**config.mk**
```make
export PLATFORM = sky130hd
export DESIGN_NAME = bog_offset
export DESIGN_NICKNAME = d
export VERILOG_FILES = /design/src/rtl/core/bog_pkg.sv /design/src/rtl/core/bog_offset.sv
export SDC_FILE = /design/constraint.sdc
export NUM_CORES = 2
export LEC_CHECK = 0
export ABC_AREA = 1
export BUFFER_PORTS_ARGS = -buffer_cell sky130_fd_sc_hd__buf_2
export CORE_MARGIN = 2
export CORE_UTILIZATION = 55
export CTS_CLUSTER_SIZE = 16
export DETAILED_ROUTE_END_ITERATION = 10
export GPL_TIMING_DRIVEN = 0
export PLACE_DENSITY = 0.75
export SLEW_MARGIN = 30
export SYNTH_ARGS = -nofsm -noshare
export SYNTH_HDL_FRONTEND = slang
export SYNTH_SLANG_ARGS = --single-unit
```
**constraint.sdc**
```tcl
create_clock -name aclk -period 5.95 [get_ports aclk]
set_input_delay 0.595 -clock aclk [delete_from_list [all_inputs] [get_ports aclk]]
set_output_delay 0.595 -clock aclk [all_outputs]
set_load 0.01 [all_outputs]
```
**src/rtl/core/bog_pkg.sv**
```systemverilog
package bog_pkg;

    // Field widths
    localparam int DIM_BITS    = 16;
    localparam int STRIDE_BITS = 21;
    localparam int NDIM        = 4;
    localparam int OFF_BITS    = 39;
    localparam int PROD_BITS   = DIM_BITS + STRIDE_BITS;

    // Register widths
    localparam int SHAPE_W   = NDIM * DIM_BITS;
    localparam int STRIDES_W = (NDIM - 1) * STRIDE_BITS;
    localparam int CFG_W     = (SHAPE_W > STRIDES_W) ? SHAPE_W : STRIDES_W;
    localparam int CFG_IDX_W = 3;

    // Register indexes
    typedef enum logic [CFG_IDX_W-1:0] {
        REG_DEST_SHAPE     = 3'd0,
        REG_FIRST_SHAPE    = 3'd1,
        REG_SECOND_SHAPE   = 3'd2,
        REG_DEST_STRIDES   = 3'd3,
        REG_FIRST_STRIDES  = 3'd4,
        REG_SECOND_STRIDES = 3'd5
    } cfg_reg_t;

    // Every extent field reset to one
    localparam logic [SHAPE_W-1:0] SHAPE_RESET = {NDIM{DIM_BITS'(1)}};

    typedef logic [DIM_BITS-1:0]            coord_t;
    typedef coord_t [NDIM-1:0]              coords_t;
    typedef logic [SHAPE_W-1:0]             shape_t;
    typedef logic [STRIDES_W-1:0]           strides_t;
    typedef logic [OFF_BITS-1:0]            offset_t;

    // Load enables of the two offset pipeline stages
    typedef struct packed {
        logic prod_en;
        logic sum_en;
    } pipe_en_t;

endpackage

```
**src/rtl/core/bog_offset.sv**
```systemverilog
module bog_offset (
    input  logic               aclk,
    input  bog_pkg::pipe_en_t  en,
    input  bog_pkg::coords_t   coords,
    input  bog_pkg::strides_t  strides,
    output bog_pkg::offset_t   offset
);

    logic [bog_pkg::DIM_BITS-1:0]  c0_reg;
    logic [bog_pkg::PROD_BITS-1:0] prod_reg  [1:bog_pkg::NDIM-1];
    logic [bog_pkg::PROD_BITS-1:0] prod_next [1:bog_pkg::NDIM-1];
    bog_pkg::offset_t offset_reg, offset_next;

    // One multiplier per outer dimension
    for (genvar d = 1; d < bog_pkg::NDIM; d++) begin : g_mul
        assign prod_next[d] = bog_pkg::PROD_BITS'(coords[d]) *
            bog_pkg::PROD_BITS'(strides[(d-1)*bog_pkg::STRIDE_BITS +: bog_pkg::STRIDE_BITS]);
    end

    // Adder tree over the registered products, wraps at offset width
    always_comb begin
        offset_next = bog_pkg::OFF_BITS'(c0_reg);
        for (int d = 1; d < bog_pkg::NDIM; d++)
            offset_next = offset_next + bog_pkg::OFF_BITS'(prod_reg[d]);
    end

    always_ff @(posedge aclk) begin
        if (en.prod_en) begin
            c0_reg   <= coords[0];
            prod_reg <= prod_next;
        end
        if (en.sum_en) begin
            offset_reg <= offset_next;
        end
    end

    assign offset = offset_reg;

endmodule
```
==> summary.md <==
- **number of DRC markers in iteration 0** 3133
- **cell family contributing the most delay on the critical path** adder cells
- **residual DRC count** 0
- **CTS tree** built
- **cell types occupying the most area after synthesis** sky130_fd_sc_hd__fa_1, sky130_fd_sc_hd__nand2_1, sky130_fd_sc_hd__inv_1
- **CP Cell Sequence** buf_2 -> clkbuf_2 -> nand2_1 -> fa_1 -> inv_1 -> fa_1 -> fa_1 -> fa_1 -> fa_1 -> inv_1 -> fa_1 -> inv_1 -> ha_1 -> nand2_1 -> nor2_1 -> inv_1 -> nor2_1 -> nand4_1 -> nand3_1 -> nor2_1 -> nor2_1
- **number of buffer cells added on primary ports** 105
- **most common cell in the netlist** sky130_fd_sc_hd__nand2_1
- **clock input transition at the sequential cells of the worst setup and hold paths** 70 ps
- **RSZ-0062 raised after global routing** yes
- **Required @ worst endpoint** 6180 ps
- **Worst EP arrival** 6060 ps
- **post-place setup slack** -911.7 ps
- **Final HPWL DP** 102300 um
- **number of max-capacitance violations reported** 0
- **post-placement cell area** 45960 um^2
- **vias in the first global route** 36460
- **initial antenna violation count** 4
- **kind of start point of the critical path** primary input
- **share of the clock period used by the worst path after layout** 97.99%
- **wire per inst** 17.10 um
- **TritonCTS buffer count** 17
- **all-layer global routing usage** 30.00%
- **initial cell density of the core** 55.71%
- **number of synthesized flops with an enable pin** 166
- **Die Area** 82430 um^2
- **maximum fanout along the worst path** 10
- **core area** 79130 um^2
- **fraction of layout cells with a size suffix above 1** 6.178%
- **number of flip-flops under the largest register name** 111
- **share of synthesized area spent on multiplexers** 0%
- **Final GP Congestion** 0.9689
- **final design area excluding fillers** 46940 um^2
- **total of warnings raised by yosys** 0
- **Crit path top cell by count** sky130_fd_sc_hd__fa_1
- **floorplan die width** 287.1 um
- **post-synthesis simple-gate area fraction** 18.70%
- **FMAX** 0.1715 GHz
- **final setup vio count** 0
- **sequential cell area fraction in the yosys report** 11.31%
- **transition time at the pin with the least slew margin** 879.7 ps
- **first-pass iteration count of the detailed router** 6
- **post-layout min period** 5831 ps
- **vertical die dimension** 287.1 um
- **dominant register cell in the synthesized netlist** sky130_fd_sc_hd__edfxtp_1
- **final core area utilization** 59.32%
- **fin worst setup slack** 119.5 ps
- **buffer count from post-CTS setup fixing** 0
- **stage delay of the slowest cell on the critical path** 610 ps
- **number of nets still failing antenna checks after routing** 0
- **number of standard cells after synthesis** 5738
- **buffer depth of the longest clock path** 2
- **Max Clock Skew** 7.398 ps
- **Critical Setup Path Class** primary input to flip-flop
- **worst-skew pair later-pin latency** 430 ps
- **first-pass GRT wire length** 191900 um
- **final count of pins violating max slew** 0
- **I/O pin cnt** 169
- **CP bufs+invs** 6
- **fraction of the mapped netlist area in compound gates** 2.869%
- **post-detailed-route via-to-cell ratio** 5.172
- **synth unique cells** 28
- **run status** completed
- **total number of clock tree sinks** 166
- **Worst setup EP type** flip-flop
- **area share of the largest cell type after synthesis** 38.37%
- **worst hold slack after final layout** 336.1 ps
- **parity-gate share of the synthesized area counting xor and xnor cells** 1.510%
- **sum of overflow across all layers after global routing** 0
- **CTS root buffer** sky130_fd_sc_hd__clkbuf_16
- **layout-stage area growth over the synthesis result** 6.485%
- **post-synthesis instance area** 44080 um^2
- **Total Routed Length** 118500 um
- **area share of fa/ha/maj cells after synthesis** 49.33%
- **maximum number of pins on one net before global-route repair** 96
- **per-instance average area after synthesis** 7.683 um^2
- **Worst slew margin** 41.35%
- **via count** 35830
- **row cnt** 103
- **critical-path cell with the highest stage delay** sky130_fd_sc_hd__fa_1
- **Post-Synthesis Net Count** 7099
- **number of H-tree levels** 4
- **share of flip-flops with an asynchronous set or reset** 0%
- **nets** 7224
- **hold violation count in the final report** 0
- **largest family of logic cells by synthesized area** adder cells
- **post-synthesis sequential element count** 166
- **top cells by count, synth** sky130_fd_sc_hd__nand2_1, sky130_fd_sc_hd__inv_1, sky130_fd_sc_hd__fa_1
- **cell type with the largest total area after synthesis** sky130_fd_sc_hd__fa_1
- **worst min path class** primary input to flip-flop
area by class of cell:
cell class | instances | area (um^2)
fill | 7292 | 32190
multi-input combinational | 3660 | 31950
inverter | 1690 | 6344
sequential | 166 | 4985
tap | 1050 | 1314
buffer | 222 | 1230
timing repair buffer | 106 | 563.0
clock buffer | 17 | 425.4
clock inverter | 15 | 130.1
antenna | 1 | 2.502
what timing repair did:
item / CTS / global route
resized for setup: 70 / 379
hold buffers: 0 / 0
endpoints found under the setup margin: 67 / 67
gates cloned: 0 / 0
final timing paths:
kind | start | end | slack (ps) | cells past startpoint
worst max-delay path | coords[39] | prod_reg[58] | 120 | 21
worst min register to register | prod_reg[74] | offset[0] | 580 | 1
worst min-delay path | coords[6] | c0_reg[6] | 340 | 1
worst max register to register | c0_reg[1] | offset[17] | 2450 | 13
per-layer routing:
| metal | vias to the layer above | GRT usage [%] | share of wire, % |
|---|---|---|---|
| li1 | 16630 | - | - |
| met1 | 17460 | 41.64 | 42 |
| met2 | 1511 | 48.51 | 46 |
| met3 | 229 | 4.952 | 9.0 |
| met4 | 2 | 9.128 | 3.3 |
| met5 | - | 0.2326 | 0.011 |
logic make-up (layout without fill, tap and decap cells):
kind of cell,count (synthesis),count (layout)
simple gates,2111,2111
buf+inv,1912,2050
fa+ha+maj,1231,1231
compound gates,242,242
flops,166,166
xor+xnor,76,76
other cells,0,1
stage by stage:
step           TNS, ps  instances
4_1_cts              0       6926
5_1_grt         -10.48       6926
3_3_place_gp    -46700       6893
3_5_place_dp    -51700       6894
2_1_floorplan        0       5738
6_report             0       6927
cell usage in the layout (no fill, tap or decap), types with 2 or more instances in the layout:
cell type / synthesis / routed
sky130_fd_sc_hd__a21boi_0: 2 / 2
sky130_fd_sc_hd__a21o_1: 5 / 5
sky130_fd_sc_hd__a21oi_1: 144 / 142
sky130_fd_sc_hd__a21oi_2: 1 / 3
sky130_fd_sc_hd__a31oi_1: 3 / 3
sky130_fd_sc_hd__and2_1: 2 / 2
sky130_fd_sc_hd__buf_2: 0 / 114
sky130_fd_sc_hd__buf_4: 0 / 11
sky130_fd_sc_hd__buf_6: 0 / 11
sky130_fd_sc_hd__clkbuf_1: 222 / 38
sky130_fd_sc_hd__clkbuf_16: 0 / 17
sky130_fd_sc_hd__clkbuf_2: 0 / 124
sky130_fd_sc_hd__clkbuf_4: 0 / 28
sky130_fd_sc_hd__clkinv_1: 0 / 2
sky130_fd_sc_hd__clkinv_2: 0 / 3
sky130_fd_sc_hd__clkinv_4: 0 / 2
sky130_fd_sc_hd__clkinvlp_4: 0 / 3
sky130_fd_sc_hd__edfxtp_1: 166 / 166
sky130_fd_sc_hd__fa_1: 845 / 844
sky130_fd_sc_hd__ha_1: 386 / 384
sky130_fd_sc_hd__inv_1: 1690 / 1690
sky130_fd_sc_hd__inv_6: 0 / 3
sky130_fd_sc_hd__nand2_1: 1742 / 1741
sky130_fd_sc_hd__nand2_2: 17 / 18
sky130_fd_sc_hd__nand3_1: 92 / 92
sky130_fd_sc_hd__nand3_2: 10 / 10
sky130_fd_sc_hd__nand4_1: 10 / 10
sky130_fd_sc_hd__nor2_1: 195 / 195
sky130_fd_sc_hd__nor2_2: 7 / 7
sky130_fd_sc_hd__nor3_1: 33 / 33
sky130_fd_sc_hd__o21ai_0: 76 / 75
sky130_fd_sc_hd__o21bai_1: 9 / 9
sky130_fd_sc_hd__xnor2_1: 7 / 7
sky130_fd_sc_hd__xor2_1: 69 / 69
Power is left out: the tool's default activity adds up to more than one toggle a clock period on the data nets, which glitch-free logic cannot reach.
