===== config.mk =====
export PLATFORM = sky130hd
export DESIGN_NAME = bog_coord
export DESIGN_NICKNAME = d
export VERILOG_FILES = /design/src/rtl/core/bog_pkg.sv /design/src/rtl/core/bog_coord.sv
export SDC_FILE = /design/constraint.sdc
export NUM_CORES = 1
export LEC_CHECK = 0
export ABC_AREA = 0
export BUFFER_PORTS_ARGS = -buffer_cell sky130_fd_sc_hd__buf_2
export CAP_MARGIN = 0
export CELL_PAD_IN_SITES_DETAIL_PLACEMENT = 0
export CELL_PAD_IN_SITES_GLOBAL_PLACEMENT = 2
export CORE_ASPECT_RATIO = 0.6
export CORE_UTILIZATION = 32
export DETAILED_ROUTE_END_ITERATION = 7
export HOLD_SLACK_MARGIN = 0.02
export PLACE_DENSITY_LB_ADDON = 0.08
export SLEW_MARGIN = 10
export SYNTH_ARGS = -nofsm -noshare
export SYNTH_HDL_FRONTEND = slang
export SYNTH_SLANG_ARGS = --single-unit

===== constraint.sdc =====
create_clock -name aclk -period 5.4 [get_ports aclk]
set_input_delay 1.08 -clock aclk [delete_from_list [all_inputs] [get_ports aclk]]
set_output_delay 1.08 -clock aclk [all_outputs]
set_load 0.02 [all_outputs]

===== src/rtl/core/bog_pkg.sv =====
package bog_pkg;

    // Field widths
    localparam int DIM_BITS    = 16;
    localparam int STRIDE_BITS = 21;
    localparam int NDIM        = 4;
    localparam int OFF_BITS    = 39;
    localparam int PROD_BITS   = DIM_BITS + STRIDE_BITS;

    // Register widths
    localparam int SHAPE_W   = NDIM * DIM_BITS;
    localparam int STRIDES_W = (NDIM - 1) * STRIDE_BITS;
    localparam int CFG_W     = (SHAPE_W > STRIDES_W) ? SHAPE_W : STRIDES_W;
    localparam int CFG_IDX_W = 3;

    // Register indexes
    typedef enum logic [CFG_IDX_W-1:0] {
        REG_DEST_SHAPE     = 3'd0,
        REG_FIRST_SHAPE    = 3'd1,
        REG_SECOND_SHAPE   = 3'd2,
        REG_DEST_STRIDES   = 3'd3,
        REG_FIRST_STRIDES  = 3'd4,
        REG_SECOND_STRIDES = 3'd5
    } cfg_reg_t;

    // Every extent field reset to one
    localparam logic [SHAPE_W-1:0] SHAPE_RESET = {NDIM{DIM_BITS'(1)}};

    typedef logic [DIM_BITS-1:0]            coord_t;
    typedef coord_t [NDIM-1:0]              coords_t;
    typedef logic [SHAPE_W-1:0]             shape_t;
    typedef logic [STRIDES_W-1:0]           strides_t;
    typedef logic [OFF_BITS-1:0]            offset_t;

    // Load enables of the two offset pipeline stages
    typedef struct packed {
        logic prod_en;
        logic sum_en;
    } pipe_en_t;

endpackage


===== src/rtl/core/bog_coord.sv =====
module bog_coord (
    input  logic              aclk,
    input  logic              aresetn,
    input  logic              load_en,
    input  logic              restart,
    input  bog_pkg::shape_t   dest_shape,
    input  bog_pkg::shape_t   first_shape,
    input  bog_pkg::shape_t   second_shape,
    output bog_pkg::coords_t  dest_coords,
    output bog_pkg::coords_t  first_coords,
    output bog_pkg::coords_t  second_coords,
    output logic              final_element
);

    // Zero extent behaves as one
    function automatic bog_pkg::coord_t fix_ext(input bog_pkg::coord_t e);
        fix_ext = (e == '0) ? bog_pkg::DIM_BITS'(1) : e;
    endfunction

    // Step a counter, clearing on wrap or when forced
    function automatic bog_pkg::coord_t bump(input bog_pkg::coord_t c,
                                             input bog_pkg::coord_t e,
                                             input logic clr);
        logic [bog_pkg::DIM_BITS:0] inc;
        inc = {1'b0, c} + 1'b1;
        if (clr || inc >= {1'b0, e})
            bump = '0;
        else
            bump = inc[bog_pkg::DIM_BITS-1:0];
    endfunction

    bog_pkg::coords_t dest_reg, first_reg, second_reg;
    bog_pkg::coords_t dest_next, first_next, second_next;
    bog_pkg::coords_t dest_ext, first_ext, second_ext;
    logic started_reg;
    logic fin_reg, fin_next;
    logic [bog_pkg::NDIM-1:0] wrap, fin_dim;
    logic [bog_pkg::NDIM:0] carry;
    logic clear_all;

    assign clear_all = restart || !started_reg;
    assign carry[0]  = 1'b1;

    // Per-dimension counters; a dimension steps when all lower ones wrap
    for (genvar d = 0; d < bog_pkg::NDIM; d++) begin : g_dim
        assign dest_ext[d]   = fix_ext(dest_shape[d*bog_pkg::DIM_BITS +: bog_pkg::DIM_BITS]);
        assign first_ext[d]  = fix_ext(first_shape[d*bog_pkg::DIM_BITS +: bog_pkg::DIM_BITS]);
        assign second_ext[d] = fix_ext(second_shape[d*bog_pkg::DIM_BITS +: bog_pkg::DIM_BITS]);

        assign wrap[d]      = ({1'b0, dest_reg[d]} + 1'b1) >= {1'b0, dest_ext[d]};
        assign carry[d+1]   = carry[d] && wrap[d];

        always_comb begin
            if (clear_all) begin
                dest_next[d]   = '0;
                first_next[d]  = '0;
                second_next[d] = '0;
            end else if (carry[d]) begin
                dest_next[d]   = bump(dest_reg[d], dest_ext[d], 1'b0);
                first_next[d]  = bump(first_reg[d], first_ext[d], wrap[d]);
                second_next[d] = bump(second_reg[d], second_ext[d], wrap[d]);
            end else begin
                dest_next[d]   = dest_reg[d];
                first_next[d]  = first_reg[d];
                second_next[d] = second_reg[d];
            end
        end

        assign fin_dim[d] = (dest_next[d] == dest_ext[d] - 1'b1);
    end

    assign fin_next = &fin_dim;

    // Coordinate state, updated once per accepted beat
    always_ff @(posedge aclk) begin
        if (!aresetn) begin
            dest_reg    <= '0;
            first_reg   <= '0;
            second_reg  <= '0;
            started_reg <= 1'b0;
            fin_reg     <= 1'b0;
        end else if (load_en) begin
            dest_reg    <= dest_next;
            first_reg   <= first_next;
            second_reg  <= second_next;
            started_reg <= 1'b1;
            fin_reg     <= fin_next;
        end
    end

    assign dest_coords   = dest_reg;
    assign first_coords  = first_reg;
    assign second_coords = second_reg;
    assign final_element = fin_reg;

endmodule


==> results.txt <==
For the synthesized instance count, the log shows 2641. The number of nets in the layout is 3471. The placement-stage worst setup slack is -0.199 ns. The slowest stage cell on the critical path is or4_1. The type of the worst setup path is register to register. The fraction of the mapped netlist area in adder cells was 0.132; the fraction of final layout cells with drive strength greater than 1 was 0.203.

The flow ran to the end, and the final reports show no timing, DRC or antenna violations. Residual overflow from global routing: 0. The overall fraction of global-route tracks in use is 0.252, and the core area is 60900 um^2.

Setup repair after global routing left no endpoint under its margin. In the routed design, unresolved DRC markers number 0. The first global-routing pass estimated 123000 um of wire. The worst max-slew margin expressed relative to the limit was 0.358; the number of core rows was 70. The commonest cells after synthesis are inv_1 (240), ha_1 (208), nand2_1 (208), dfxtp_1 (194), nor2_1 (177). The buffering stage count on the worst path with inverters included is 2, and the number of instances in the placed design is 3876. Final worst clock skew: 0.0158 ns.

The tools report the final setup slack of the worst path as 0.281 ns. The cell area after layout was 24000 um^2; the count of input and output buffers was 388. The met2 wire length was 32800 um. After detailed routing, no signal wire sits above met4. The clock-pin slew on the worst setup and hold paths was 0.09 ns.

The number of slew-limit violations in the final report is 0. The number of nets handed over by synthesis was 3045. The post-placement cell area is 23300 um^2, and the final wirelength is 80500 um. At the worst endpoint, the required time is 5.82 ns. The xor/xnor share of the synthesized area was 0.0987. The path class of the tightest hold or removal check is register to register.

The top cell type's share of synthesized area is 0.197. The peak fanout along the critical path is 11. The insertion delay of the later-clocked pin in the worst-skew pair is 0.48 ns.

At the worst endpoint, the arrival time is 5.54 ns. The initial core utilization came out at 0.324. The most used flip-flop cell after synthesis is dfxtp_1. The synthesized design spends more area on one cell type than any other, namely dfxtp_1. In the final routing, the length of wire on met1 measures 40200 um. The run gives 3.43 mW as the power after layout. The synthesized design contains 0 enable-type register cells. The fraction of synthesized area in multiplexers is 0.0128, and the static leakage power is 11.5 nW. The synthesized netlist occupies a cell area of 19700 um^2. Number of antenna violations at the first check in global routing: 0. The share of the cycle needed by the critical path after routing was 0.948; the top-level port count was 389.

In this run, the number of DRC markers left after iteration 0 of detailed routing was 1821. In this design, the largest share of critical-path delay is due to simple AND/OR/NAND/NOR gates. The final count of hold timing violations was 0.

The kind of end point of the critical path is a register. The largest net degree at the start of global routing came out at 57. The worst setup path is launched from a register. The detail-routed via count per cell came out at 5.49. The number of setup buffers added after CTS is 0.

The layout-stage area growth over the synthesis result was 21.7%. The wire-length estimate of the detail-placed layout is 65300 um. The area fraction in compound gates after synthesis works out to 0.216. The number of antenna diodes in the final layout is 0.

In this run the number of H-tree levels came out at 4. TritonCTS built the clock tree. The clock passes through at most 2 buffers. The largest single stage delay on the critical path is 0.54 ns. The final count of negative-setup-slack endpoints was 0; the post-layout instance count excluding filler cells was 3908. Max-cap violations in this run came to 0. The fmax came out at 195 MHz.

At the pin with the least slew margin, the transition time is 0.953 ns. The clock buffer count from CTS is 17. The most used standard cell by instance count after synthesis was inv_1. The proportion of synthesized flip-flops having asynchronous set or reset is 0, and the via total after detailed routing is 21461. The clock net sink count was 194. The die is 322 um wide.

From bottom edge to top edge, the die measures 194 um. After detailed routing, the average wire length per cell comes to 20.6 um. The post-route worst hold slack came out at 0.490 ns. By area, the combinational part of the netlist is dominated by simple AND/OR/NAND/NOR gates. Number of routed nets with antenna violations: 0. The critical path goes through nand4_1 > or3_1 > or3_4 > xnor2_2 > ha_1 > nand3_1 > nor4_1 > o21ai_0 > nand3_2 > buf_4 > a2111oi_4 > buf_4 > a211o_1 > a2111oi_0 > nand4_1 > or4_1 > o22ai_2. For the first-pass detailed-route iteration total, the log shows 7. By area the synthesized netlist is led by dfxtp_1 (20%), ha_1 (13%), xnor2_1 (6.7%).

After clock tree synthesis, the flow added hold-fix buffers numbering 0. Routability-driven placement finished with a final weighted congestion of 0.946. The clock period could shrink to 5.12 ns. Dividing total power by cell area gives a power density of 143 nW/um^2.

During synthesis, Yosys emitted a total of 0 warnings. Number of global-route vias before repair: 20415. Summed over all nets, wire length on met3 after detailed routing comes to 6490 um.

The clock root buffer was clkbuf_16. The average size of a mapped cell was 7.46 um^2; the post-cts repair resize count was 0. The floorplan step defined a die boundary enclosing 62600 um^2. The post-synthesis register bit count was 194. The sequential area share after synthesis was 0.197; the maximum ir drop on the vdd rail was 0.000184 V. The simple-gate area share of the yosys netlist was 0.271; the number of distinct standard cells referenced by the synthesized netlist was 96.
[per-layer routing]
metal | global-route usage | vias to the layer above
met5 | 0 | -
met4 | 0.0464 | 0
met3 | 0.0617 | 60
met2 | 0.356 | 716
met1 | 0.380 | 10213
li1 | - | 10472
[cell families after synthesis]
kind of cell | after synthesis
adders and majority gates | 208
DFF | 194
AOI/OAI and AO/OA | 601
muxes | 25
xor gates and xnor gates | 221
and+or+nand+nor | 1028
buffers and inverters | 364
[path summary, 6_finish.rpt]
kind,start,endpoint,slack (ns),cells after the start
max reg2reg,dest_coords[55],final_element,0.28,17
min,first_coords[36],first_coords[36],0.49,2
max,dest_coords[55],final_element,0.28,17
min reg2reg,first_coords[36],first_coords[36],0.49,2
[tightest hold or removal path, stage by stage, from the launching register on]
cell     delay [ns]
dfxtp_1        0.34
nand2_1        0.06
nand2_1        0.04
[placed cells by master (no fill, tap or decap), drive strengths merged, types with 19 or more instances in the layout]
cell and count:
buf 530, inv 245, nand2 209, ha 208
dfxtp 194, nand3 180, nor2 179, xnor2 152
a21oi 130, nand4 91, o21ai 88, and3 70
xor2 69, nor3 58, nor4 58, o21a 50
nor2b 42, a21o 41, a31oi 39, and2 32
a22oi 25, nand2b 23, mux2i 23, o22ai 23
o211ai 23, a32o 22, a211oi 22, or3 19
[per-stage QoR]
stage	setup TNS (ns)	utilization
after floorplan	0	-
after global placement	-0.0438	0.383
after detailed placement	-0.427	0.383
after CTS	0	0.393
after global routing	0	0.394
final	0	0.394
[layout make-up]
class	count	area (um^2)
Multi-Input combinational cell	2083	14500
Sequential cell	194	3880
Inverter	241	906
Clock buffer	18	429
Fill cell	6503	36900
Clock inverter	14	196
Timing Repair Buffer	530	3060
Tap cell	828	1040
[power breakdown]
part | leakage (nW) | internal [mW] | switching (mW)
combinational | 9.66 | 0.200 | 0.356
clock | 0.299 | 0.748 | 0.693
sequential | 1.56 | 1.43 | 0.00163
(Power assumes the default switching activity.)
